`src/lzsshc_pkg.sv`:
```
// Package: shared types, constants and state codes for the LZSS compressor.
`default_nettype none
package lzsshc_pkg;

	localparam int WINDOW_SIZE_DEF   = 4096;
	localparam int HASH_BUCKETS_DEF  = 4096;
	localparam int LOOKAHEAD_MAX_DEF = 18;
	localparam int POSITION_BITS_DEF = 32;

	localparam int MIN_LEN      = 3;
	localparam int CHAIN_CAP    = 256;
	localparam int GROUP_TOKENS = 8;
	localparam int GROUP_DEPTH  = 17;

	typedef struct packed {
		logic [7:0] raw_byte;
		logic       stream_last;
	} in_word_t;

	typedef struct packed {
		logic [7:0] packed_byte;
		logic       run_last;
		logic       stream_end;
	} out_word_t;

	// command from the sequencer to the output stage
	typedef struct packed {
		logic       push;
		logic       fin;
		logic       end_flag;
		logic [7:0] byte_val;
	} out_cmd_t;

	typedef enum logic [4:0] {
		ST_CLR,
		ST_IDLE,
		ST_LOOP,
		ST_DEC,
		ST_DECS,
		ST_F0,
		ST_F1,
		ST_F2,
		ST_F3,
		ST_NODE,
		ST_CAND,
		ST_CISS,
		ST_CCHK,
		ST_CEND,
		ST_SDONE,
		ST_EMIT,
		ST_FIN,
		ST_FIN2
	} state_t;

endpackage
`default_nettype wire

```
`src/lzsshc_out.sv`:
```
// Output stage: holds one pending byte so the last byte of an item can be marked.
`default_nettype none
module lzsshc_out
	import lzsshc_pkg::*;
(
	input  wire logic      clk,
	input  wire logic      arst_n,
	input  wire out_cmd_t  cmd,
	output logic           ok,
	output logic           out_valid,
	input  wire logic      out_ready,
	output out_word_t      out_word
);

	logic       pend_v_q;
	logic [7:0] pend_q;
	logic       out_v_q;
	out_word_t  out_q;
	logic       free;

	assign free      = !out_v_q || out_ready;
	assign ok        = !pend_v_q || free;
	assign out_valid = out_v_q;
	assign out_word  = out_q;

	always_ff @(posedge clk or negedge arst_n) begin
		if (!arst_n) begin
			pend_v_q <= 1'b0;
			out_v_q  <= 1'b0;
		end else if (cmd.push && ok) begin
			if (pend_v_q) begin
				out_v_q <= 1'b1;
			end else if (out_ready) begin
				out_v_q <= 1'b0;
			end
			pend_v_q <= 1'b1;
		end else if (cmd.fin && ok && pend_v_q) begin
			out_v_q  <= 1'b1;
			pend_v_q <= 1'b0;
		end else if (out_ready) begin
			out_v_q <= 1'b0;
		end
	end

	always_ff @(posedge clk) begin
		if (cmd.push && ok) begin
			if (pend_v_q) begin
				out_q <= '{packed_byte: pend_q, run_last: 1'b0, stream_end: 1'b0};
			end
			pend_q <= cmd.byte_val;
		end else if (cmd.fin && ok && pend_v_q) begin
			out_q <= '{packed_byte: pend_q, run_last: 1'b1, stream_end: cmd.end_flag};
		end
	end

endmodule
`default_nettype wire

```
`config.mk`:
```
export PLATFORM = sky130hd
export DESIGN_NAME = lzsshc_out
export DESIGN_NICKNAME = d
export VERILOG_FILES = /design/src/lzsshc_pkg.sv /design/src/lzsshc_out.sv
export SDC_FILE = /design/constraint.sdc
export NUM_CORES = 1
export LEC_CHECK = 0
export ABC_CLOCK_PERIOD_IN_PS = 1900
export BUFFER_PORTS_ARGS = -buffer_cell sky130_fd_sc_hd__buf_2
export CAP_MARGIN = 20
export CELL_PAD_IN_SITES_DETAIL_PLACEMENT = 1
export CELL_PAD_IN_SITES_GLOBAL_PLACEMENT = 1
export CORE_MARGIN = 3
export CORE_UTILIZATION = 36
export DETAILED_ROUTE_END_ITERATION = 12
export GPL_TIMING_DRIVEN = 1
export HOLD_SLACK_MARGIN = 0.15
export PLACE_DENSITY_LB_ADDON = 0.25
export SLEW_MARGIN = 15
export SYNTH_ARGS = -nofsm -noshare
export SYNTH_HDL_FRONTEND = slang
export SYNTH_SLANG_ARGS = --single-unit
```
`constraint.sdc`:
```
create_clock -name clk -period 1.9 [get_ports clk]
set_input_delay 0.285 -clock clk [delete_from_list [all_inputs] [get_ports clk]]
set_output_delay 0.285 -clock clk [all_outputs]
set_load 0.005 [all_outputs]
```
After elaboration in Yosys (flattened, before gate mapping) --
Cells that the tools add are included.
Cells by class: multiplexer cells 9, shifts and indexed selects 0, eq/ne operators 1, bitwise operators 0, div/mod/pow operators 0, $mul 0, magnitude comparators 0, reductions and logical operators 9, add/subtract/negate cells 0
Operator list (number):
- two-way mux 10 bit | 3
- two-way mux 1 bit | 6
- logical AND 1 bit | 3
- zero test 1 bit | 2
- logical OR 1 bit | 2
- inequality test 2 bit (second input constant) | 1
- AND reduction 2 bit | 1
- nonzero test 2 bit | 1
Word-level totals: bits in latches 0, register bits 20, memories 0, memory bits (read-only) 0, bits of input ports 14, output and inout port bits 12, RAM bits 0

Logic depth before layout (Yosys ltp) --
depth after elaboration 7, gate-level depth with buffers 2

Least setup slack after synthesis --
Ideal clock, no wire load.
kind register to register, start point reg out_v_q, in the netlist out_valid, end point reg out_q, in the netlist out_word[0] (enable), data arrival time 1.042 ns, path buffers 0, setup slack 0.481 ns, stages on the path, launching flop included 3, path through dfrtp_1 > nand2b_1 > nor2b_1
On the way: longest elaborated chain between the ends 7
Ends and longest elaborated chain:
- start: declaration | line lzsshc_out.sv:17 | logic out_v_q;
- start signal: assignment | line lzsshc_out.sv:29 | out_v_q <= 1'b0;
- start signal: assignment | line lzsshc_out.sv:32 | out_v_q <= 1'b1;
- start signal: assignment | line lzsshc_out.sv:34 | out_v_q <= 1'b0;
- zero test 1 bit (*) | line lzsshc_out.sv:21 | assign free = !out_v_q || out_ready;
- logical OR 1 bit (*) | line lzsshc_out.sv:21
- logical OR 1 bit (*) | line lzsshc_out.sv:22 | assign ok = !pend_v_q || free;
- logical AND 1 bit (2 in series) | line lzsshc_out.sv:51 | end else if (cmd.fin && ok && pend_v_q) begin
- nonzero test 2 bit (no source line)
- AND reduction 2 bit (no source line) (*)
- end signal: assignment | line lzsshc_out.sv:48 | out_q <= '{packed_byte: pend_q, run_last: 1'b0, stream_end: 1'b0};
- end signal: assignment | line lzsshc_out.sv:52 | out_q <= '{packed_byte: pend_q, run_last: 1'b1, stream_end: cmd.end_flag};
- end: declaration | line lzsshc_out.sv:18 | out_word_t out_q;
Every way passes the cells marked *; elsewhere a longest branch is shown, timed or not. A chain may end at the register's enable or synchronous reset.

Worst setup path after layout --
start point reg pend_v_q, end point out ok
On the way: longest elaborated chain between the ends 2
Ends and longest elaborated chain:
- start: declaration | line lzsshc_out.sv:15 | logic pend_v_q;
- start signal: assignment | line lzsshc_out.sv:28 | pend_v_q <= 1'b0;
- start signal: assignment | line lzsshc_out.sv:36 | pend_v_q <= 1'b1;
- start signal: assignment | line lzsshc_out.sv:39 | pend_v_q <= 1'b0;
- zero test 1 bit | line lzsshc_out.sv:22
- logical OR 1 bit | line lzsshc_out.sv:22
- end: declaration | line lzsshc_out.sv:9 | output logic ok,
Every way passes these cells.

==> reports/qor_table.md <==
| Result | Value | Unit |
| --- | --- | --- |
| Clock transition at the registers of the reported paths | 0.10 | ns |
| Max Clock Skew | 0.00144 | ns |
| Number of fillers in the final layout | 179 | - |
| Net count after synthesis | 45 | - |
| Count of clock tree sinks | 20 | - |
| Largest net degree at the start of global routing | 11 | - |
| Share of post-route cells with drive strength above 1 | 48.4 | % |
| Routability Congestion | 0.613 | - |
| Worst Setup Path Type | flip-flop to output port | - |
| Outcome | finished clean | - |
| Portion of the post-synthesis area used by sequential elements | 89.1 | % |
| Buffer levels on the longest clock path | 2 | - |
| Most area-hungry cell type in the Yosys netlist | edfxtp_1 | - |
| Clock root cell | clkbuf_4 | - |
| Die W | 48.9 | um |
| Sum of overflow across all layers after global routing | 0 | - |
| Commonest cells post-synth | edfxtp_1 (18), dfrtp_1 (2), nand2_1 (2) | - |
| Number of antenna violations at the first check in global routing | 0 | - |
| Design Power | 802 | uW |
| Area share of the largest cell type after synthesis | 81.5 | % |
| Die Height | 48.9 | um |
| Port buffer count | 25 | - |
| Minimum clock period after layout | 1.23 | ns |
| #FFs+latches synth | 20 | - |
| Post-Route WL | 965 | um |
| Fin crit share | 64.5 | % |
| # IOs | 26 | - |
| Final setup margin | 0.675 | ns |
| Tightest Hold Check Type | input pin to flip-flop | - |
| Core ar. | 1610 | um2 |
| Post-Syn Instances | 31 | - |
| Average via count per standard cell | 4.09 | - |
| Number of distinct library cells after synthesis | 12 | - |
| Least-Margin Pin Slew | 0.336 | ns |
| CTS-repair resized insts | 0 | - |
| Required time reported for the critical path endpoint | 1.62 | ns |
| Number of cells on the worst hold path | 1 | - |
| Yosys warning total | 0 | - |
| Slew HR | 77.6 | % |
| Pwr Density | 923 | nW/um2 |
| Area added between synthesis and finish | 30.9 | % |
| Number of global-route vias before repair | 393 | - |
| Share of synthesized registers carrying an async set or reset | 10.0 | % |
| Number of max-slew violations in the final report | 0 | - |
| Maximum resistive drop on vdd | 0.428 | mV |
| Critical Path End Type | output port | - |
| Number of design rule violations left after detail routing | 0 | - |
| CP Data Arrival Time | 0.94 | ns |
| Routed len/inst | 11.2 | um |
| DR iter-0 viols | 2 | - |
| DIE AREA | 2390 | um2 |
| Number of maximum-capacitance constraint violations | 0 | - |
| First-pass GRT wire length | 1.68 | mm |
| Initial cell density of the core | 41.1 | % |
| Average size of a mapped cell | 21.4 | um2 |
| Total number of vias | 352 | - |
| H-tree Lvls | 1 | - |
| Clock tree from TritonCTS | yes | - |
| Final net count | 78 | - |
| Sum of net half-perimeters after detailed placement | 798 | um |
| Total area of multi-input combinational cells | 68.8 | um2 |
| Cell depth of the worst flop-to-flop path | 2 | - |
| Worst setup slack after placement | 0.703 | ns |
| Largest driver fanout on the critical path | 4 | - |
| Most common cell in the netlist | edfxtp_1 | - |
| Inserted Clock Buffers | 3 | - |
| DRT antenna net count | 0 | - |
| Final-report setup violation count | 0 | - |
| FF/Latch Area | 591 | um2 |
| Leakage power figure | 0.000356 | uW |
| Area contributors post-synth | edfxtp_1 (82%), dfrtp_1 (7.5%), nand3b_4 (3.0%) | - |
| Antenna diode instance count | 0 | - |
| Setup repair after global routing missed its margin | no | - |
| Floorplan row count | 14 | - |
| Most used DFF post-synth | edfxtp_1 | - |
| 1st-pass router iterations | 2 | - |
| Setup TNS Final | 0 | ns |
| Setup repair bufs after CTS | 0 | - |
| Post-synth EDFFs | 18 | - |
| Max Clk Rate | 816 | MHz |
| Type of element launching the critical path | flip-flop | - |
| Combined global-route utilization of all metal layers | 9.06 | % |
| Post-synthesis cell area | 663 | um2 |
| Number of hold-slack violations in the final timing report | 0 | - |
| Clock Latency Late Sink | 0.28 | ns |
[per-layer routing]
| layer | track usage, % | part of all wire [%] |
|---|---|---|
| met5 | 0 | 0 |
| met4 | 1.42 | 0 |
| met3 | 3.06 | 6.2 |
| met2 | 17.9 | 55 |
| met1 | 9.18 | 38 |
[sequential cells by signal, summed over array words and instances (netlist names)]
name	count
out_word	10
pend_q	8
out_valid	1
pend_v_q	1
[cells in the final DEF (no fill, tap or decap), types with 2 or more instances in the layout]
master	instances
edfxtp_1	18
nand2_1	2
buf_2	25
dlygate4sd3_1	2
dfrtp_1	2
clkbuf_4	3
[critical path: stages, from the launching register on]
cell and delay, ns:
dfrtp_1 0.42, nand3b_4 0.10, buf_2 0.14
[path summary, 6_finish.rpt]
kind,end,slack (ns),startpoint
max,ok,0.67,pend_v_q$_DFFE_PN0P_
min,pend_q[6]$_DFFE_PP_,0.17,cmd[6]
max reg2reg,pend_q[3]$_DFFE_PP_,0.71,pend_v_q$_DFFE_PN0P_
min reg2reg,out_word[4]$_DFFE_PP_,0.43,pend_q[2]$_DFFE_PP_
max in group asynchronous,pend_v_q$_DFFE_PN0P_,1.51,arst_n
min in group asynchronous,out_valid$_DFF_PN0_,0.30,arst_n
[cells by family (layout without fill, tap and decap cells)]
| logic type | after synthesis | after routing | synth area share [%] |
|---|---|---|---|
| buffers and inverters | 1 | 32 | 0.565 |
| AOI/OAI and AO/OA | 3 | 3 | 2.83 |
| and+or+nand+nor | 7 | 7 | 7.55 |
| DFF | 20 | 20 | 89.1 |
[repair_timing]
| action | in CTS | in global routing |
|---|---|---|
| hold buffers | 1 | 1 |
| endpoints found under the hold margin | 2 | 1 |
| setup endpoints to repair | 0 | 0 |
[power breakdown]
group          internal [uW]  leakage (uW)  switching [uW]
sequential               526      0.000193            11.7
combinational           40.1      0.000148            40.8
clock                   73.4     0.0000138             110
total                    639      0.000356             163
[through the flow]
| stage | hold slack [ns] | instance area, um2 | instances | utilization, % |
|---|---|---|---|---|
| finish | 0.175 | 868 | 86 | 53.9 |
| global route | 0.150 | 868 | 86 | 53.9 |
| CTS | 0.167 | 858 | 85 | 53.3 |
| detailed placement | 0.0746 | 826 | 81 | 51.2 |
| global placement | 0.0727 | 826 | 81 | 51.2 |
| floorplan | -0.0106 | 663 | 31 | - |
[final cells by class]
| type | count | area share, % |
|---|---|---|
| Inverter | 1 | 0.432 |
| Sequential cell | 20 | 68.0 |
| Clock buffer | 3 | 2.59 |
| Multi-Input combinational cell | 10 | 7.93 |
| Timing Repair Buffer | 28 | 17.6 |
| Tap cell | 24 | 3.46 |
Power figures use the tool's default switching activity.
